<file path="src/hw/rtl/wsfs_pkg.sv">
// wsfs_pkg: shared types and constants of the websocket frame segmenter
// no dependencies; imported by every module of the block

package wsfs_pkg;

  localparam int unsigned FS_W = 24;

  localparam logic [FS_W-1:0] FRAME_SIZE_RESET = 24'd2048;

  localparam logic [7:0] LEAD_FIN_TEXT = 8'h81;
  localparam logic [7:0] LEAD_TEXT     = 8'h01;
  localparam logic [7:0] LEAD_FIN_CONT = 8'h80;
  localparam logic [7:0] LEAD_CONT     = 8'h00;
  localparam logic [7:0] LEN_16_CODE   = 8'd126;
  localparam logic [7:0] LEN_64_CODE   = 8'd127;

  localparam logic [FS_W-1:0] LEN_7_LIMIT  = 24'd126;
  localparam logic [FS_W-1:0] LEN_16_MAX   = 24'd65535;

  typedef enum logic [1:0] {
    FORM_7  = 2'd0,
    FORM_16 = 2'd1,
    FORM_64 = 2'd2
  } len_form_t;

  typedef struct packed {
    logic [7:0]      data;
    logic            hdr;
    logic [7:0]      lead;
    len_form_t       form;
    logic [FS_W-1:0] flen;
    logic            fend;
  } desc_t;

endpackage

</file>
<file path="src/hw/rtl/wsfs_front.sv">
// wsfs_front: accepts message bytes, tracks message and frame counters and
// classifies each byte into a frame descriptor; uses wsfs_pkg

module wsfs_front import wsfs_pkg::*; #(
  parameter int unsigned LENGTH_BITS = 32
) (
  input  logic            clk,
  input  logic            rst_n,
  input  logic            cfg_wr_en,
  input  logic [FS_W-1:0] cfg_wr_data,
  input  logic            acc,
  input  logic [7:0]      data_byte,
  input  logic            start_of_message,
  input  logic [31:0]     message_length,
  input  logic            binary,
  output logic            push,
  output desc_t           push_desc
);

  localparam int unsigned LW = (LENGTH_BITS > FS_W) ? LENGTH_BITS : FS_W;

  logic [FS_W-1:0]        frame_size_r, frame_size_nxt;
  logic [LENGTH_BITS-1:0] msg_rem_r, msg_rem_nxt;
  logic [FS_W-1:0]        frm_rem_r, frm_rem_nxt;
  logic                   first_r, first_nxt;
  logic                   bin_r, bin_nxt;

  logic [LENGTH_BITS-1:0] mr;
  logic [FS_W-1:0]        fr, fs, flen, fr_use;
  logic                   first, bin, need_hdr, last, active;
  logic [LW-1:0]          mr_ext, fs_ext;

  always_comb begin
    mr       = start_of_message ? LENGTH_BITS'(message_length) : msg_rem_r;
    fr       = start_of_message ? '0 : frm_rem_r;
    first    = start_of_message | first_r;
    bin      = start_of_message ? binary : bin_r;
    active   = (mr != '0);
    need_hdr = (fr == '0);
    fs       = (frame_size_r == '0) ? FS_W'(1) : frame_size_r;
    mr_ext   = LW'(mr);
    fs_ext   = LW'(fs);
    flen     = (mr_ext < fs_ext) ? mr_ext[FS_W-1:0] : fs;
    last     = (mr_ext <= fs_ext);
    fr_use   = need_hdr ? flen : fr;

    push_desc.data = data_byte;
    push_desc.hdr  = need_hdr;
    push_desc.flen = flen;
    push_desc.fend = (fr_use == FS_W'(1));
    if (first) begin
      push_desc.lead = (last ? LEAD_FIN_TEXT : LEAD_TEXT) + {7'd0, bin};
    end else begin
      push_desc.lead = last ? LEAD_FIN_CONT : LEAD_CONT;
    end
    if (flen < LEN_7_LIMIT) begin
      push_desc.form = FORM_7;
    end else if (flen <= LEN_16_MAX) begin
      push_desc.form = FORM_16;
    end else begin
      push_desc.form = FORM_64;
    end
    push = acc & active;

    frame_size_nxt = cfg_wr_en ? cfg_wr_data : frame_size_r;
    msg_rem_nxt    = msg_rem_r;
    frm_rem_nxt    = frm_rem_r;
    first_nxt      = first_r;
    bin_nxt        = bin_r;
    if (acc) begin
      bin_nxt   = bin;
      first_nxt = first;
      if (active) begin
        msg_rem_nxt = mr - LENGTH_BITS'(1);
        frm_rem_nxt = fr_use - FS_W'(1);
        if (need_hdr) begin
          first_nxt = 1'b0;
        end
      end else begin
        msg_rem_nxt = mr;
        frm_rem_nxt = fr;
      end
    end
  end

  always_ff @(posedge clk) begin
    if (!rst_n) begin
      frame_size_r <= FRAME_SIZE_RESET;
      msg_rem_r    <= '0;
      frm_rem_r    <= '0;
      first_r      <= 1'b0;
      bin_r        <= 1'b0;
    end else begin
      frame_size_r <= frame_size_nxt;
      msg_rem_r    <= msg_rem_nxt;
      frm_rem_r    <= frm_rem_nxt;
      first_r      <= first_nxt;
      bin_r        <= bin_nxt;
    end
  end

  // a frame never holds more bytes than the message still owes
  a_frame_within_msg: assert property (@(posedge clk) disable iff (!rst_n)
    (msg_rem_r == '0) |-> (frm_rem_r == '0))
    else $error("frame counter open with no message");

  a_hdr_flen_nonzero: assert property (@(posedge clk) disable iff (!rst_n)
    (push && push_desc.hdr) |-> (push_desc.flen != '0))
    else $error("header with empty frame");

endmodule

</file>
<file path="src/hw/rtl/wsfs_queue.sv">
// wsfs_queue: short descriptor queue between front and back
// uses wsfs_pkg for the descriptor type

module wsfs_queue import wsfs_pkg::*; #(
  parameter int unsigned DEPTH = 4
) (
  input  logic  clk,
  input  logic  rst_n,
  input  logic  push,
  input  desc_t push_desc,
  output logic  full,
  input  logic  pop,
  output logic  head_valid,
  output desc_t head_desc
);

  localparam int unsigned AW = $clog2(DEPTH);

  desc_t         entries_r [DEPTH];
  logic [AW-1:0] wr_ptr_r, wr_ptr_nxt;
  logic [AW-1:0] rd_ptr_r, rd_ptr_nxt;
  logic [AW:0]   count_r, count_nxt;
  logic          do_push, do_pop;

  always_comb begin
    full       = (count_r == (AW+1)'(DEPTH));
    head_valid = (count_r != '0);
    head_desc  = entries_r[rd_ptr_r];
    do_push    = push & ~full;
    do_pop     = pop & head_valid;
    wr_ptr_nxt = wr_ptr_r;
    rd_ptr_nxt = rd_ptr_r;
    if (do_push) begin
      wr_ptr_nxt = (wr_ptr_r == AW'(DEPTH-1)) ? '0 : wr_ptr_r + AW'(1);
    end
    if (do_pop) begin
      rd_ptr_nxt = (rd_ptr_r == AW'(DEPTH-1)) ? '0 : rd_ptr_r + AW'(1);
    end
    count_nxt = count_r + (AW+1)'(do_push) - (AW+1)'(do_pop);
  end

  always_ff @(posedge clk) begin
    if (!rst_n) begin
      wr_ptr_r <= '0;
      rd_ptr_r <= '0;
      count_r  <= '0;
    end else begin
      wr_ptr_r <= wr_ptr_nxt;
      rd_ptr_r <= rd_ptr_nxt;
      count_r  <= count_nxt;
    end
  end

  always_ff @(posedge clk) begin
    if (do_push) begin
      entries_r[wr_ptr_r] <= push_desc;
    end
  end

  a_count_bound: assert property (@(posedge clk) disable iff (!rst_n)
    count_r <= (AW+1)'(DEPTH))
    else $error("queue count beyond depth");

  a_no_lost_push: assert property (@(posedge clk) disable iff (!rst_n)
    push |-> !full)
    else $error("push into full queue");

endmodule

</file>
<file path="src/hw/rtl/wsfs_back.sv">
// wsfs_back: expands descriptors into header bytes and the payload byte,
// one wire byte per cycle into the output register while out_tready allows; uses wsfs_pkg

module wsfs_back import wsfs_pkg::*; (
  input  logic       clk,
  input  logic       rst_n,
  input  logic       head_valid,
  input  desc_t      head_desc,
  output logic       pop,
  output logic       out_tvalid,
  input  logic       out_tready,
  output logic [7:0] out_tdata,
  output logic       out_tlast,
  output logic [1:0] out_tuser
);

  logic [3:0] step_r, step_nxt;
  logic       ov_r, ov_nxt;
  logic [7:0] byte_r, byte_nxt;
  logic       hdr_r, hdr_nxt;
  logic       fend_r, fend_nxt;
  logic       lor_r, lor_nxt;
  logic [3:0] hn;
  logic [7:0] hbyte;
  logic       emit, at_payload;

  always_comb begin
    hn = 4'd0;
    if (head_desc.hdr) begin
      unique case (head_desc.form)
        FORM_7:  hn = 4'd2;
        FORM_16: hn = 4'd4;
        FORM_64: hn = 4'd10;
        default: hn = 4'd2;
      endcase
    end

    hbyte = 8'd0;
    if (step_r == 4'd0) begin
      hbyte = head_desc.lead;
    end else begin
      unique case (head_desc.form)
        FORM_7: begin
          hbyte = {1'b0, head_desc.flen[6:0]};
        end
        FORM_16: begin
          unique case (step_r)
            4'd1:    hbyte = LEN_16_CODE;
            4'd2:    hbyte = head_desc.flen[15:8];
            default: hbyte = head_desc.flen[7:0];
          endcase
        end
        FORM_64: begin
          unique case (step_r)
            4'd1:    hbyte = LEN_64_CODE;
            4'd7:    hbyte = head_desc.flen[23:16];
            4'd8:    hbyte = head_desc.flen[15:8];
            4'd9:    hbyte = head_desc.flen[7:0];
            default: hbyte = 8'd0;
          endcase
        end
        default: hbyte = 8'd0;
      endcase
    end

    emit       = head_valid & (~ov_r | out_tready);
    at_payload = (step_r == hn);
    pop        = emit & at_payload;

    step_nxt = step_r;
    ov_nxt   = ov_r & ~out_tready;
    byte_nxt = byte_r;
    hdr_nxt  = hdr_r;
    fend_nxt = fend_r;
    lor_nxt  = lor_r;
    if (emit) begin
      ov_nxt = 1'b1;
      if (at_payload) begin
        step_nxt = 4'd0;
        byte_nxt = head_desc.data;
        hdr_nxt  = 1'b0;
        fend_nxt = head_desc.fend;
        lor_nxt  = 1'b1;
      end else begin
        step_nxt = step_r + 4'd1;
        byte_nxt = hbyte;
        hdr_nxt  = 1'b1;
        fend_nxt = 1'b0;
        lor_nxt  = 1'b0;
      end
    end

    out_tvalid = ov_r;
    out_tdata  = byte_r;
    out_tlast  = fend_r;
    out_tuser  = {lor_r, hdr_r};
  end

  always_ff @(posedge clk) begin
    if (!rst_n) begin
      step_r <= '0;
      ov_r   <= 1'b0;
    end else begin
      step_r <= step_nxt;
      ov_r   <= ov_nxt;
    end
  end

  always_ff @(posedge clk) begin
    byte_r <= byte_nxt;
    hdr_r  <= hdr_nxt;
    fend_r <= fend_nxt;
    lor_r  <= lor_nxt;
  end

  // header bytes never close a frame or a run
  a_hdr_flags: assert property (@(posedge clk) disable iff (!rst_n)
    (out_tvalid && out_tuser[0]) |-> (!out_tlast && !out_tuser[1]))
    else $error("header byte carries end flags");

  // a header in progress keeps its descriptor at the queue head
  a_step_holds_desc: assert property (@(posedge clk) disable iff (!rst_n)
    (step_r != 4'd0) |-> head_valid)
    else $error("header walk without descriptor");

endmodule

</file>
<file path="src/hw/rtl/websocket_frame_segmenter_core.sv">
// websocket_frame_segmenter_core: top level of the frame segmenter
// instantiates wsfs_front, wsfs_queue and wsfs_back; uses wsfs_pkg
//
//  channel  dir  handshake          payload
//  in_      in   tvalid / tready    tdata {message_length, data_byte}, tuser {binary, start}
//  out_     out  tvalid / tready    tdata out_byte, tuser {last_of_run, is_header}, tlast
//  cfg_     in   wr_en              wr_data frame_size
//
// a payload byte inside a frame goes out as one wire byte; a byte that opens a
// frame goes out as 3, 5 or 11 wire bytes, as the back end walks the header one
// byte per cycle while out_tready allows. input accepts one byte per cycle while
// the descriptor queue has room. reset is synchronous, no clearing pass. both
// sides stall independently through the queue and the output register.

module websocket_frame_segmenter_core import wsfs_pkg::*; #(
  parameter int unsigned LENGTH_BITS = 32,
  parameter int unsigned QUEUE_DEPTH = 4
) (
  input  logic        clk,
  input  logic        rst_n,
  input  logic        cfg_wr_en,
  input  logic [23:0] cfg_wr_data,   // frame_size
  input  logic        in_tvalid,
  output logic        in_tready,
  input  logic [39:0] in_tdata,      // data_byte [7:0], message_length [39:8]
  input  logic [1:0]  in_tuser,      // start_of_message [0], binary [1]
  output logic        out_tvalid,
  input  logic        out_tready,
  output logic [7:0]  out_tdata,     // out_byte [7:0]
  output logic        out_tlast,     // frame_end
  output logic [1:0]  out_tuser      // is_header [0], last_of_run [1]
);

  logic  acc, push, full, pop, head_valid;
  desc_t push_desc, head_desc;

  assign in_tready = ~full;
  assign acc       = in_tvalid & ~full;

  wsfs_front #(
    .LENGTH_BITS(LENGTH_BITS)
  ) u_front (
    .clk              (clk),
    .rst_n            (rst_n),
    .cfg_wr_en        (cfg_wr_en),
    .cfg_wr_data      (cfg_wr_data),
    .acc              (acc),
    .data_byte        (in_tdata[7:0]),
    .start_of_message (in_tuser[0]),
    .message_length   (in_tdata[39:8]),
    .binary           (in_tuser[1]),
    .push             (push),
    .push_desc        (push_desc)
  );

  wsfs_queue #(
    .DEPTH(QUEUE_DEPTH)
  ) u_queue (
    .clk        (clk),
    .rst_n      (rst_n),
    .push       (push),
    .push_desc  (push_desc),
    .full       (full),
    .pop        (pop),
    .head_valid (head_valid),
    .head_desc  (head_desc)
  );

  wsfs_back u_back (
    .clk        (clk),
    .rst_n      (rst_n),
    .head_valid (head_valid),
    .head_desc  (head_desc),
    .pop        (pop),
    .out_tvalid (out_tvalid),
    .out_tready (out_tready),
    .out_tdata  (out_tdata),
    .out_tlast  (out_tlast),
    .out_tuser  (out_tuser)
  );

  a_push_needs_accept: assert property (@(posedge clk) disable iff (!rst_n)
    push |-> (in_tvalid && in_tready))
    else $error("descriptor pushed without input transaction");

endmodule
</file>
<file path="config.mk">
export PLATFORM = sky130hd
export DESIGN_NAME = websocket_frame_segmenter_core
export DESIGN_NICKNAME = d
export VERILOG_FILES = /design/src/hw/rtl/wsfs_pkg.sv /design/src/hw/rtl/wsfs_front.sv /design/src/hw/rtl/wsfs_queue.sv /design/src/hw/rtl/wsfs_back.sv /design/src/hw/rtl/websocket_frame_segmenter_core.sv
export SDC_FILE = /design/constraint.sdc
export NUM_CORES = 1
export LEC_CHECK = 0
export BUFFER_PORTS_ARGS = -buffer_cell sky130_fd_sc_hd__buf_2
export CAP_MARGIN = 20
export CORE_MARGIN = 3
export CORE_UTILIZATION = 55
export CTS_BUF_LIST = sky130_fd_sc_hd__clkbuf_16
export DETAILED_ROUTE_END_ITERATION = 10
export GPL_TIMING_DRIVEN = 0
export PLACE_DENSITY = 0.76
export SLEW_MARGIN = 20
export SYNTH_ARGS = -nofsm -noshare
export SYNTH_HDL_FRONTEND = slang
export SYNTH_SLANG_ARGS = --single-unit
export TNS_END_PERCENT = 10
</file>
<file path="constraint.sdc">
create_clock -name clk -period 5.5 [get_ports clk]
set_clock_uncertainty 0.1 [all_clocks]
set_input_delay 1.375 -clock clk [delete_from_list [all_inputs] [get_ports clk]]
set_output_delay 1.375 -clock clk [all_outputs]
set_load 0.02 [all_outputs]
</file>
### After elaboration in Yosys (flattened, before gate mapping)

Memory sizes are Yosys's and may differ from the RTL's. A register that Yosys moved wholly into a read port is not among the register bits.
Index checks and enable logic that the tools add are counted.

* bits in registers: 105
* word-level logic and storage cells: 89
* memory bits (writable): 176
* memories: 1
* input bits: 71
* ROM bits: 0
* output and inout bits: 13
* latch bits: 0

Memories
* u_queue.entries_r: depth 4, bits a word 44, rd ports 1, clocked after Yosys merged registers in 1, wr ports 1, RTL line wsfs_queue.sv:19 `desc_t entries_r [DEPTH];`

* div/mod/pow operators: 0
* order comparisons: 4
* bitwise logic cells: 12
* reduce and logical (&&, ||, !) cells: 6
* eq/ne operators: 12
* shift operators: 0
* $add $sub $neg: 8
* $mul: 0
* mux-type cells: 32

Operators with widths (count)
* two-way mux 24 bit: 5
* two-way mux 32 bit: 2
* zero test 24 bit: 2
* two-way mux 8 bit: 5
* <= comparator 32 x 24 -> 1 bit: 1
* less-than comparator 32 x 24 -> 1 bit: 1
* one-hot mux 8 bit (4 select lines): 1
* nonzero test 32 bit: 1
* subtractor 32 x 1 -> 32 bit (second input constant): 1
* == test 24 x 1 -> 1 bit (second input constant): 1
* <= comparator 24 x 16 -> 1 bit (second input constant): 1
* less-than comparator 24 x 7 -> 1 bit (second input constant): 1
* one-hot mux 8 bit (3 select lines): 1
* subtractor 24 x 1 -> 24 bit (second input constant): 1
* one-hot mux 8 bit (2 select lines): 1
* two-way mux 2 bit: 6
* adder 8 x 1 -> 8 bit: 1
* == test 4 bit (second input constant): 2
* two-way mux 1 bit: 8
* two-way mux 4 bit: 2
* one-hot mux 4 bit (2 select lines): 1
* AND 1 bit: 7
* == test 2 bit (second input constant): 3
* adder 2 x 1 -> 2 bit (second input constant): 2
* 14 further kinds: 17

### Depth between registers and ports, before layout

Gate-level depths: netlist (run 1).

* depth after elaboration: 8
* gate-level depth with buffers: 22

### By module

Synthesis (run 1) repeated with hierarchy kept, for this count alone.

* cells, all modules: 1259
* area, all modules: 14905.5 sq um

Modules (own cells, without submodules)
* wsfs_queue: times used 1, area an instance 6890.4 sq um, cells each 282
* wsfs_front: times used 1, area an instance 6531.3 sq um, cells each 807
* wsfs_back: times used 1, area an instance 1473.9 sq um, cells each 168
* websocket_frame_segmenter_core: times used 1, area an instance 10.0 sq um, cells each 2

### Least setup slack after synthesis (run 1)

Ideal clock, no wire load.

* path kind: input to register
* start point: in in_tuser[0]
* end point: reg u_front.frm_rem_r[16]
* slack: -0.386 ns
* library setup time: 0.070 ns
* cell stages on the path: 20
* required time: 5.330 ns
* arrival time: 5.716 ns
* cells stage by stage: buf_6 buf_6 buf_6 buf_6 buf_2 buf_1 mux2_2 ha_1 nand4_1 nor3_1 o41a_1 nor2_2 buf_4 o21ai_0 a21oi_1 ha_1 and4_1 and3_1 o31ai_1 o2bb2ai_1

RTL lines
* start: declaration: RTL line websocket_frame_segmenter_core.sv:26 `input logic [1:0] in_tuser,`
* end signal: assignment: RTL line wsfs_front.sv:96 `frm_rem_r <= frm_rem_nxt;`
* end: declaration: RTL line wsfs_front.sv:24 `logic [FS_W-1:0] frm_rem_r, frm_rem_nxt;`

### Final worst setup path (run 1)

* start point: in in_tuser[0]
* end point: reg u_front.frm_rem_r[16]

* longest elaborated chain between the ends: 6
* elaborated cells between the ends (all ways): 9

RTL lines
* two-way mux 32 bit: RTL line wsfs_front.sv:34 `mr = start_of_message ? LENGTH_BITS'(message_length) : msg_rem_r;`
* less-than comparator 32 x 24 -> 1 bit: RTL line wsfs_front.sv:43 `flen = (mr_ext < fs_ext) ? mr_ext[FS_W-1:0] : fs;`
* two-way mux 24 bit: RTL line wsfs_front.sv:43
* two-way mux 24 bit: RTL line wsfs_front.sv:45 `fr_use = need_hdr ? flen : fr;`
* subtractor 24 x 1 -> 24 bit: RTL line wsfs_front.sv:75 `frm_rem_nxt = fr_use - FS_W'(1);`
* two-way mux 24 bit (*): RTL line wsfs_front.sv:73 `if (active) begin`

Every way passes the cells marked *; elsewhere a longest branch is shown, timed or not.
A chain may end at the register's enable or synchronous reset.

==> results of run 1 <==
==> registers in the layout (all words and copies together), names as in the netlist, named ones only <==
| name | count |
|---|---|
| u_back.lor_r | 1 |
| u_back.out_tlast | 1 |
| u_front.frame_size_r | 24 |
| u_back.out_tdata | 8 |
| u_queue.rd_ptr_r | 2 |
| u_queue.wr_ptr_r | 2 |
| u_back.hdr_r | 1 |
| u_front.first_r | 1 |
| u_back.out_tvalid | 1 |
| u_queue.entries_r | 156 |
| u_back.step_r | 4 |
| u_queue.count_r | 3 |
| u_front.bin_r | 1 |
| u_front.frm_rem_r | 24 |
| u_front.msg_rem_r | 32 |
==> how the worst min path moves through the flow <==
stage                                       startpoint                            endpoint  slack, ns
global placement    u_front.msg_rem_r[18]$_SDFFE_PN0P_  u_front.msg_rem_r[18]$_SDFFE_PN0P_       0.34
finish              u_front.msg_rem_r[18]$_SDFFE_PN0P_  u_front.msg_rem_r[18]$_SDFFE_PN0P_       0.35
global route        u_front.msg_rem_r[19]$_SDFFE_PN0P_  u_front.msg_rem_r[19]$_SDFFE_PN0P_       0.39
detailed placement  u_front.msg_rem_r[18]$_SDFFE_PN0P_  u_front.msg_rem_r[18]$_SDFFE_PN0P_       0.35
floorplan           u_front.msg_rem_r[18]$_SDFFE_PN0P_  u_front.msg_rem_r[18]$_SDFFE_PN0P_       0.33
CTS                 u_front.msg_rem_r[18]$_SDFFE_PN0P_  u_front.msg_rem_r[18]$_SDFFE_PN0P_       0.36
==> layer usage <==
layer	vias to the layer above	routed length, um	share of wire
met3	112	3640	0.097
li1	4844	-	-
met4	2	1490	0.040
met5	-	44	0.0012
met2	637	17100	0.46
met1	5148	15300	0.41
==> what timing repair did <==
action / CTS / global route
pin swaps: 6 / 11
resized for setup: 15 / 36
endpoints found under the setup margin: 28 / 31
hold buffers: 0 / 0
setup buffers: 6 / 10
==> synthesized netlist by cell type, types with 8 or more instances <==
library cell  instances  area [um^2]
and3_1               10         62.6
nand4_1              10         62.6
clkbuf_1             40          150
nor2_1               95          357
mux2_2               14          158
a21oi_1              84          420
ha_1                 39          488
nand2_1             116          435
and2_1               22          138
mux2i_1              46          460
nor4_1               19          119
xnor2_1              24          210
a31oi_1              12         75.1
nor3_1               34          170
o21ai_0              65          325
edfxtp_1            167         5010
o211ai_1             14          105
buf_1                 9         33.8
or3_1                10         62.6
mux4_2               38          856
o221ai_1              8         70.1
inv_1                53          199
xor2_1               13          114
dfxtp_1              96         1920
o21ai_1               9         45.0
nand3_1              26          130
==> critical path: cells and delay by family <==
| family | cells | cell delay [ns] |
|---|---|---|
| AO/OA/AOI/OAI | 6 | 1.47 |
| buffers and inverters | 8 | 1.33 |
| AND/OR/NAND/NOR | 4 | 0.73 |
| multiplexers | 2 | 0.47 |
| adder cells (fa/ha/maj) | 1 | 0.30 |
==> cell type report <==
type / count / area, um^2 / share of cell area
Sequential cell: 263 / 6940 / 0.440
Clock buffer: 27 / 676 / 0.0428
Buffer: 62 / 350 / 0.0222
Timing Repair Buffer: 103 / 622 / 0.0394
Clock inverter: 23 / 158 / 0.0100
Multi-Input combinational cell: 839 / 6420 / 0.407
Tap cell: 319 / 399 / 0.0253
Inverter: 55 / 206 / 0.0131
==> cells by family after synthesis <==
kind of cell / share of synthesized area
buffers and inverters: 0.0373
adder cells (fa/ha/maj): 0.0375
AO/OA/AOI/OAI: 0.133
multiplexers: 0.111
flip-flops: 0.513
XOR/XNOR: 0.0239
AND/OR/NAND/NOR: 0.144
==> where the power goes <==
part	internal, mW	leakage [nW]	switching [mW]
combinational	0.803	2.89	1.25
clock	0.913	0.413	0.805
sequential	2.40	2.34	0.134
total	4.12	5.65	2.19
==> metrics by stage <==
stage	hold slack [ns]	cells	utilization	total power, mW
6_report	0.351	1691	0.662	6.31
5_1_grt	0.385	1691	0.662	6.59
4_1_cts	0.355	1682	0.652	6.21
3_5_place_dp	0.346	1626	0.612	4.46
3_3_place_gp	0.341	1620	0.608	4.39
2_1_floorplan	0.331	1220	-	3.89
==> metrics.md, run 1 <==
| Metric | Value |
|---|---|
| Hold Fails Final Rpt | 0 |
| DR vias/cell | 6.35 |
| Worst reg2reg startpoint | u_front.frame_size_r[20]$_SDFFE_PN0P_ |
| Mapped Avg Cell Area | 11.1 um^2 |
| Kind of end point of the critical path | flop |
| Die Y-Extent | 163 um |
| Reg2reg end | u_front.frm_rem_r[16]$_SDFFE_PN0P_ |
| Setup-failing EPs final | 0 |
| CP required | 5.83 ns |
| Gr usage total | 0.282 |
| Post-synth top flop | edfxtp_1 |
| Cells along the critical path | buf_12 > buf_8 > buf_8 > buf_12 > mux2i_4 > inv_1 > ha_1 > nand2_1 > o21ai_0 > a21o_1 > o41a_1 > buf_4 > o31ai_1 > o2bb2ai_1 > nor4_4 > buf_4 > buf_4 > and4_4 > and3_1 > mux2i_1 > o2bb2ai_1 |
| Dpl cell area | 14600 um^2 |
| GRT busiest layer | met2 |
| Total of max-cap violations | 0 |
| Lkg Pwr | 5.65 nW |
| Post-DP HPWL | 26600 um |
| Status | finished, final reports clean |
| Share of layout cells above drive strength 1 | 0.211 |
| Final ANT Viol Nets | 0 |
| CTS root buf | clkbuf_16 |
| Design area | 15800 um^2 |
| Crit path to | u_front.frm_rem_r[16]$_SDFFE_PN0P_ |
| Met1 usage | 0.402 |
| Core area | 23800 um^2 |
| Vias post-DR | 10700 |
| Slew Viols, Final | 0 |
| Clk slew on worst S/H paths | 0.07 ns |
| Most frequent CP cell | buf_4 |
| RePlAce Congestion | 0.971 |
| Pwr dens | 400 nW/um^2 |
| First-pass GRT wire length | 57900 um |
| Arrival time worst endpoint | 5.70 ns |
| FF+latch count, synth | 263 |
| Commonest cells after routing, fill and taps aside | edfxtp_1 (167), nand2_1 (116), dfxtp_1 (96), nor2_1 (95), buf_2 (84) |
| Kind of critical path | primary input to flop |
| Hold Crit Class | flop to flop |
| Sequential-to-total area share from yosys stat | 0.513 |
| DR iter-0 viols | 1153 |
| Netlist cell types | 89 |
| Mapped Area | 13500 um^2 |
| Beginning of the critical path | in_tuser[0] |
| Setup WS pre-CTS | -1.26 ns |
| CTS tree | done |
| Number of synthesized flops with an enable pin | 167 |
| Final period utilization | 0.976 |
| Setup crit start kind | primary input |
| Fmax | 186 MHz |
| Post-layout net count | 1462 |
| Num CTS Buffers | 27 |
| Hold depth | 2 |
| GR Util met2 | 0.440 |
| Largest stage delay, worst path | 0.51 ns |
| Synth async-reset ratio | 0 |
| Met3 Use GR | 0.0453 |
| Total negative slack | 0 ns |
| FP Rows | 56 |
| Fillers | 1805 |
| Worst Path Max Fanout | 19 |
| GR Overflow Total | 0 |
| Drt pass-1 iters | 7 |
| Residual DRC count | 0 |
| Initial core utilization | 0.568 |
| ANT cells | 0 |
| Maximum VDD drop | 0.000252 V |
| Largest net degree at the start of global routing | 29 |
| Reg2Reg Depth | 18 |
| # IOs | 84 |
| Relative slew margins | 0.238 |
| Yosys synthesis warning count | 0 |
| H-tree Lvls | 1 |
| Routed wire length | 37600 um |
| Layout area overhead | 16.5% |
| Net Count, Synth | 1331 |
| Chip width | 163 um |
| CTS Sinks | 263 |
| Post-layout minimum cycle time | 5.37 ns |
| Setup slack, reg-to-reg | 0.78 ns |
| Worst path slowest cell | o41a_1 |
| WL/cell | 22.2 um |
| Max clock buf depth | 3 |
| Most common cell after layout, fill and taps aside | edfxtp_1 |
| Clock Latency Late Sink | 0.56 ns |
| Initial antenna violation count | 0 |
| Port bufs | 81 |
| Least-Margin Pin Slew | 1.14 ns |
| Vias in the first global route | 10200 |
| Mapped Cells | 1220 |
| Final worst slack | 0.131 ns |
| Die footprint | 26500 um^2 |
(Power assumes the default switching activity.)
==> run 2: changes to the inputs <==
--- a/config.mk
+++ b/config.mk
@@ -7,14 +7,15 @@
 export LEC_CHECK = 0
 export BUFFER_PORTS_ARGS = -buffer_cell sky130_fd_sc_hd__buf_2
 export CAP_MARGIN = 20
-export CORE_MARGIN = 3
-export CORE_UTILIZATION = 55
+export CORE_MARGIN = 5
+export CORE_UTILIZATION = 56
 export CTS_BUF_LIST = sky130_fd_sc_hd__clkbuf_16
 export DETAILED_ROUTE_END_ITERATION = 10
 export GPL_TIMING_DRIVEN = 0
-export PLACE_DENSITY = 0.76
+export PLACE_DENSITY = 0.77
 export SLEW_MARGIN = 20
 export SYNTH_ARGS = -nofsm -noshare
 export SYNTH_HDL_FRONTEND = slang
+export SYNTH_HIERARCHICAL = 1
 export SYNTH_SLANG_ARGS = --single-unit
 export TNS_END_PERCENT = 10
==> run 2 against run 1 <==
- synthesized cell count up 3.2%
- design area is 8.4% higher
- sequential cell count rose by 20
- setup slack worse by 0.048 ns
- clock power grew 19%
- sequential power is 13% higher
- total power increased by 18%
- die area increased by 13%
- first-iteration DRC count up 5.0%
- global-route usage fell by 3.5 points
==> metrics.md, run 2 <==
| Metric | Value |
|---|---|
| Num CTS Buffers | 30 (+11%) |
| Finished Core Util | 0.654 (-0.00805) |
| Mapped Cells | 1259 (+3.2%) |
| Clock Latency Late Sink | 0.56 ns (about the same) |
| Layout area overhead | 14.7% |
| Final Power | 7.41 mW (+18%) |
| Clk slew on worst S/H paths | 0.06 ns (about the same) |
| Maximum VDD drop | 0.000368 V (+46%) |
| Setup crit start kind | primary input |
| Mapped Avg Cell Area | 11.8 um^2 (+6.7%) |
| Count leader, synth | edfxtp_1 |
| Most common cell after layout, fill and taps aside | edfxtp_1 |
| Residual DRC count | 0 (unchanged) |
| ANT cells | 0 (unchanged) |
| Port bufs | 74 (-8.6%) |
| DR vias/cell | 6.23 (-1.9%) |
| Top post-synthesis cells by count | edfxtp_1 (187), dfxtp_1 (96), nand2_1 (84), inv_1 (71), nor2b_1 (62) |
| Largest register FFs | 176 (+13%) |
| Arrival time worst endpoint | 5.76 ns (+0.06 ns) |
| GR Overflow Total | 0 (unchanged) |
| Pwr dens | 434 nW/um^2 (+8.4%) |
| Drt pass-1 iters | 5 (-2) |
| Commonest cells after routing, fill and taps aside | edfxtp_1 (187), dfxtp_1 (96), buf_2 (90), nand2_1 (84), inv_1 (75) |
| Chip width | 173 um (+6.3%) |
| First-pass GRT wire length | 59100 um (+2.1%) |
| Lkg Pwr | 6.23 nW (+10%) |
| Least-Margin Pin Slew | 0.954 ns (-0.185 ns) |
| Initial antenna violation count | 0 (unchanged) |
| Final period utilization | 0.985 (+0.00875) |
| Die footprint | 30000 um^2 (+13%) |
| Vias in the first global route | 10600 (+3.9%) |
| FP Rows | 59 (+5.4%) |
| Worst Path Max Fanout | 10 (-9) |
| CTS root buf | clkbuf_16 |
| Register name with the most flops | u_queue/entries_r |
| Area contributors post-synth | edfxtp_1 (38%), dfxtp_1 (13%), mux4_2 (6.0%) |
| Total of max-cap violations | 0 (unchanged) |
| Mapped Area | 14900 um^2 (+10%) |
| Most frequent CP cell | buf_4 |
| Post-DP HPWL | 27300 um (+2.6%) |
| CP required | 5.85 ns (+0.02 ns) |
| Area occupied by multi-input gates | 6800 um^2 (+5.8%) |
| Hold Crit Class | flop to flop |
| Post-layout net count | 1491 (+2.0%) |
| Cells along the critical path | buf_2 > buf_6 > buf_6 > buf_6 > buf_8 > mux2i_4 > inv_1 > ha_1 > nand4_1 > buf_4 > o221ai_2 > o31a_1 > clkbuf_4 > buf_4 > nor3_2 > o31ai_2 > buf_4 > nor4_2 > nand4_1 > buf_4 > nor3_1 > xor2_1 > o21ai_1 |
| H-tree Lvls | 1 (unchanged) |
| Kind of critical path | primary input to flop |
| Status | finished, final reports clean |
| CTS tree | done |
| Worst path slowest cell | nor4_2 |
| Share of layout cells above drive strength 1 | 0.239 (+0.0287) |
| Sequential-to-total area share from yosys stat | 0.506 (-0.00686) |
| Post-layout minimum cycle time | 5.42 ns (+0.0482 ns) |
| Yosys synthesis warning count | 6 (+6) |
| Setup-failing EPs final | 0 (unchanged) |
| Synth async-reset ratio | 0 (unchanged) |
| Final ANT Viol Nets | 0 (unchanged) |
| Largest regs | u_queue/entries_r x176, u_front/msg_rem_r x32 |
| CTS Sinks | 283 (+7.6%) |
| Vias post-DR | 10800 (+0.87%) |
| DR iter-0 viols | 1211 (+5.0%) |
| Fmax | 185 MHz (-0.89%) |
| Post-synth top flop | edfxtp_1 |
| WL/cell | 22.2 um (-0.23%) |
| RePlAce Congestion | 0.959 (-1.2%) |
| Core area | 26100 um^2 (+9.7%) |
| RSZ-0062 raised after global routing | true |
| Relative slew margins | 0.364 (+0.126) |
| Largest stage delay, worst path | 0.38 ns (-0.13 ns) |
| Post-synth top area share | 0.377 (+0.00620) |
| Die Y-Extent | 173 um (+6.3%) |
| Routed wire length | 38600 um (+2.6%) |
| CTS hold repair buffers | 0 (unchanged) |
| Number of synthesized flops with an enable pin | 187 (+12%) |
| Largest net degree at the start of global routing | 45 (+55%) |
| Kind of end point of the critical path | flop |
| Register Area | 7540 um^2 (+8.7%) |
| # IOs | 84 (unchanged) |
| Fillers | 1972 (+9.3%) |
| Slew Viols, Final | 0 (unchanged) |
| Largest area contributor in the netlist | edfxtp_1 |
| Max clock buf depth | 3 (unchanged) |
| Netlist cell types | 101 (+13%) |
| Total negative slack | 0 ns (unchanged) |
| Hold Fails Final Rpt | 0 (unchanged) |
| Initial core utilization | 0.570 (+0.00226) |
| FF+latch count, synth | 283 (+7.6%) |
| Gr usage total | 0.247 (-0.0350) |
run 2: path summary, 6_finish.rpt:
path / from / depth (start not counted) / to / slack, ns
max reg2reg: flop / 19 / u_queue/count_r[2]$_SDFF_PN0_ / 1.21
min reg2reg: u_front/frm_rem_r[21]$_SDFFE_PN0P_ / 2 / u_front/frm_rem_r[21]$_SDFFE_PN0P_ / 0.38
min: u_front/frm_rem_r[21]$_SDFFE_PN0P_ / 2 / u_front/frm_rem_r[21]$_SDFFE_PN0P_ / 0.38
max: in_tuser[0] / 23 / u_front/frm_rem_r[13]$_SDFFE_PN0P_ / 0.08
run 2: cell type report:
| type | count | area share |
|---|---|---|
| flip-flops and latches | 283 | 0.441 |
| clock buffers | 30 | 0.0439 |
| plain buffers | 83 | 0.0335 |
| well taps | 335 | 0.0245 |
| clock inverters | 26 | 0.0155 |
| multi-input cells | 823 | 0.398 |
| repair buffers | 85 | 0.0272 |
| inverters | 74 | 0.0165 |
run 2: timing repair:
action,4_1_cts,5_1_grt
setup endpoints to repair,34,26
pin swaps,3,8
buffers inserted,3,8
resized for setup,23,34
run 2: logic make-up (layout without fill, tap and decap cells):
kind of cell,Yosys count,in the layout,share of synthesized area
AOI/OAI and AO/OA,242,242,0.117
xor gates and xnor gates,48,48,0.0282
adders and majority gates,40,40,0.0341
buffers and inverters,157,298,0.0552
DFF,283,283,0.506
muxes,116,116,0.118
other,1,5,0.000252
and+or+nand+nor,372,372,0.141
run 2: metal layers:
metal,GRT usage,up-vias,routed length [um]
li1,-,4934,-
met4,0.0835,0,1320
met5,0,-,0
met3,0.0362,94,2700
met2,0.426,534,19400
met1,0.321,5274,15200
run 2: power breakdown:
part | internal [mW] | switching (mW)
clock | 1.19 | 0.855
sequential | 2.70 | 0.173
combinational | 1.02 | 1.48
total | 4.91 | 2.51
run 2: critical path: cells and delay by family:
family	cells	cell delay (ns)
multiplexers	1	0.27
AND/OR/NAND/NOR	5	1.12
buffers and inverters	11	1.86
XOR/XNOR	1	0.18
AO/OA/AOI/OAI	4	0.57
adder cells (fa/ha/maj)	1	0.36
run 2: stage by stage:
step / instances / worst slack (ns) / instance area (um^2) / hold WS, ns
final: 1739 / 0.0826 / 17100 / 0.376
after global routing: 1739 / -0.0502 / 17100 / 0.386
after CTS: 1731 / 0.0359 / 16900 / 0.371
after detailed placement: 1672 / -1.17 / 15700 / 0.355
after global placement: 1672 / -1.33 / 15700 / 0.348
after floorplan: 1263 / -0.00249 / 14900 / 0.334
==> run 3: changes to the inputs <==
--- a/config.mk
+++ b/config.mk
@@ -8,11 +8,12 @@
 export BUFFER_PORTS_ARGS = -buffer_cell sky130_fd_sc_hd__buf_2
 export CAP_MARGIN = 20
 export CORE_MARGIN = 5
-export CORE_UTILIZATION = 56
+export CORE_UTILIZATION = 61
 export CTS_BUF_LIST = sky130_fd_sc_hd__clkbuf_16
 export DETAILED_ROUTE_END_ITERATION = 10
 export GPL_TIMING_DRIVEN = 0
-export PLACE_DENSITY = 0.77
+export PLACE_DENSITY = 0.8
+export SKIP_CTS_REPAIR_TIMING = 1
 export SLEW_MARGIN = 20
 export SYNTH_ARGS = -nofsm -noshare
 export SYNTH_HDL_FRONTEND = slang
==> constraint.sdc (replaced) <==
create_clock -name clk -period 6.05 [get_ports clk]
set_clock_uncertainty 0.1 [all_clocks]
set_input_delay 1.5125 -clock clk [delete_from_list [all_inputs] [get_ports clk]]
set_output_delay 1.5125 -clock clk [all_outputs]
set_load 0.02 [all_outputs]
==> run 3 against run 2 <==
- sequential power down 9.1%
- global-route usage up 2.6 points
- worst hold slack got worse by 0.0049 ns
- highest routed layer unchanged
==> metrics.md, run 3 (synthesis results as in run 2) <==
| Metric | Value |
|---|---|
| Final period utilization | 0.972 |
| GR Overflow Total | 0 (unchanged) |
| Vias post-DR | 10700 (-1.3%) |
| Fmax | 170 MHz |
| Setup crit start kind | primary input |
| Residual DRC count | 0 (unchanged) |
| Largest net degree at the start of global routing | 45 (unchanged) |
| Largest regs | u_queue/entries_r x176, u_front/msg_rem_r x32 |
| Clk slew on worst S/H paths | 0.06 ns (about the same) |
| Hold Crit Class | flop to flop |
| Total of max-cap violations | 0 (unchanged) |
| Initial antenna violation count | 0 (unchanged) |
| CP top delay family | buffers and inverters |
| DR vias/cell | 6.22 (-0.18%) |
| Drt pass-1 iters | 5 (unchanged) |
| Setup slack, reg-to-reg | 1.26 ns (+0.05 ns) |
| Slew Viols, Final | 0 (unchanged) |
| H-tree Lvls | 1 (unchanged) |
| Hold Fails Final Rpt | 0 (unchanged) |
| Most common cell after layout, fill and taps aside | edfxtp_1 |
| Share of layout cells above drive strength 1 | 0.216 (-0.0228) |
| Post-layout minimum cycle time | 5.88 ns |
| # IOs | 84 (unchanged) |
| Bufs and invs on worst path | 8 (-3) |
| CTS Sinks | 283 (unchanged) |
| Register name with the most flops | u_queue/entries_r |
| Beginning of the critical path | in_tuser[0] |
| Placed cell count | 1661 (-0.66%) |
| FP Rows | 57 (-3.4%) |
| Kind of end point of the critical path | flop |
| Die footprint | 27700 um^2 (-7.7%) |
| First-pass GRT wire length | 60200 um (+1.7%) |
| Largest stage delay, worst path | 0.39 ns (about the same) |
| Kind of critical path | primary input to flop |
| Lkg Pwr | 6.14 nW (-1.5%) |
| Clock Latency Late Sink | 0.57 ns (about the same) |
| Layout area overhead | 12.9% |
| Routed wire length | 38400 um (-0.42%) |
| CTS root buf | clkbuf_16 |
| Post-DP HPWL | 27500 um (+0.77%) |
| Maximum VDD drop | 0.000257 V (-30%) |
| Chip width | 166 um (-3.9%) |
| Vias in the first global route | 10800 (+1.4%) |
| Cell Count, Final, Fillers Out | 1719 (-1.2%) |
| Final ANT Viol Nets | 0 (unchanged) |
| CP required | 6.40 ns (+0.55 ns) |
| DR iter-0 viols | 1107 (-8.6%) |
| WL/cell | 22.3 um (+0.74%) |
| Design area | 16800 um^2 (-1.6%) |
| Pwr dens | 392 nW/um^2 (-9.6%) |
| Commonest cells after routing, fill and taps aside | edfxtp_1 (187), dfxtp_1 (96), buf_2 (90), nand2_1 (84), inv_1 (76) |
| Port bufs | 74 (unchanged) |
| Worst Path Max Fanout | 10 (unchanged) |
| Least-Margin Pin Slew | 0.907 ns (-0.0474 ns) |
| Post-layout net count | 1482 (-0.60%) |
| RSZ-0062 raised after global routing | true |
| Core area | 24200 um^2 (-7.5%) |
| Initial core utilization | 0.617 (+0.0461) |
| Arrival time worst endpoint | 6.22 ns (+0.46 ns) |
| CTS tree | done |
| Worst path slowest cell | nor4_2 |
| Die Y-Extent | 166 um (-3.9%) |
| Max clock buf depth | 3 (unchanged) |
| RePlAce Congestion | 0.982 (+2.4%) |
| Hold path start | u_front/frm_rem_r[16]$_SDFFE_PN0P_ |
| Cells along the critical path | buf_2 > buf_6 > buf_4 > buf_4 > buf_6 > mux2i_2 > inv_1 > ha_1 > nand4_1 > nor4_2 > a21boi_2 > o31ai_2 > clkbuf_4 > buf_2 > a21oi_1 > o2bb2ai_2 > nor4_2 > nand4_1 > nor3_2 > xnor2_1 > o21ai_1 |
| Num CTS Buffers | 30 (unchanged) |
| Relative slew margins | 0.395 (+0.0316) |
| Gr usage total | 0.273 (+0.0263) |
| Dpl cell area | 15700 um^2 (-0.20%) |
| Status | finished, final reports clean |
| ANT cells | 0 (unchanged) |
| Largest register FFs | 176 (unchanged) |
| Worst reg2reg startpoint | u_front/msg_rem_r[8]$_SDFFE_PN0P_ |
| Setup-failing EPs final | 0 (unchanged) |
[run 3: changes by cell type in the layout (fill, tap and decap cells not counted), moves of 3 or more]
cell	before	now
nor3_1	30	34
mux2i_1	51	56
buf_4	32	24
clkinv_2	5	2
nor3_2	13	10
mux2i_2	4	1
clkinv_1	5	8
[run 3: cell type report]
class                           count  area, um^2
Buffer                             83         554
Clock buffer                       31         776
Clock inverter                     25         206
Fill cell                        1723        7350
Inverter                           74         283
Multi-Input combinational cell    823        6660
Sequential cell                   283        7540
Tap cell                          324         405
Timing Repair Buffer               76         398
[run 3: routing by layer]
metal	vias up	routed length, um	track usage
met4	0	1990	0.121
met3	137	3050	0.0467
li1	4897	-	-
met2	523	18600	0.464
met1	5135	14800	0.346
met5	-	0	0
[run 3: tightest hold or removal path: cells and delay by family (launching register included)]
kind / cells / cell delay (ns)
DFF: 1 / 0.33
and+or+nand+nor: 1 / 0.05
AOI/OAI and AO/OA: 1 / 0.05
[run 3: stage by stage]
| step | hold WS (ns) | setup WS (ns) | setup TNS, ns | power [mW] | util |
|---|---|---|---|---|---|
| 2_1_floorplan | 0.334 | 0.248 | 0 | 4.19 | - |
| 6_report | 0.371 | 0.172 | 0 | 6.60 | 0.696 |
| 3_3_place_gp | 0.349 | -0.923 | -181.20 | 4.71 | 0.649 |
| 4_1_cts | 0.368 | -0.429 | -6.54 | 6.57 | 0.690 |
| 5_1_grt | 0.404 | -0.0743 | -0.432 | 6.92 | 0.696 |
| 3_5_place_dp | 0.360 | -0.991 | -26.99 | 4.78 | 0.650 |
[run 3: worst paths after layout]
| kind | endpoint | cells after the start |
|---|---|---|
| worst min register to register | u_front/frm_rem_r[16]$_SDFFE_PN0P_ | 2 |
| worst min-delay path | u_front/frm_rem_r[16]$_SDFFE_PN0P_ | 2 |
| worst max register to register | u_queue/count_r[2]$_SDFF_PN0_ | 18 |
| worst max-delay path | u_front/frm_rem_r[19]$_SDFFE_PN0P_ | 21 |
[run 3: power by group]
part	switching, mW	internal, mW	total, mW
registers	0.157	2.45	2.61
clock network	0.775	1.02	1.80
logic	1.30	0.891	2.19
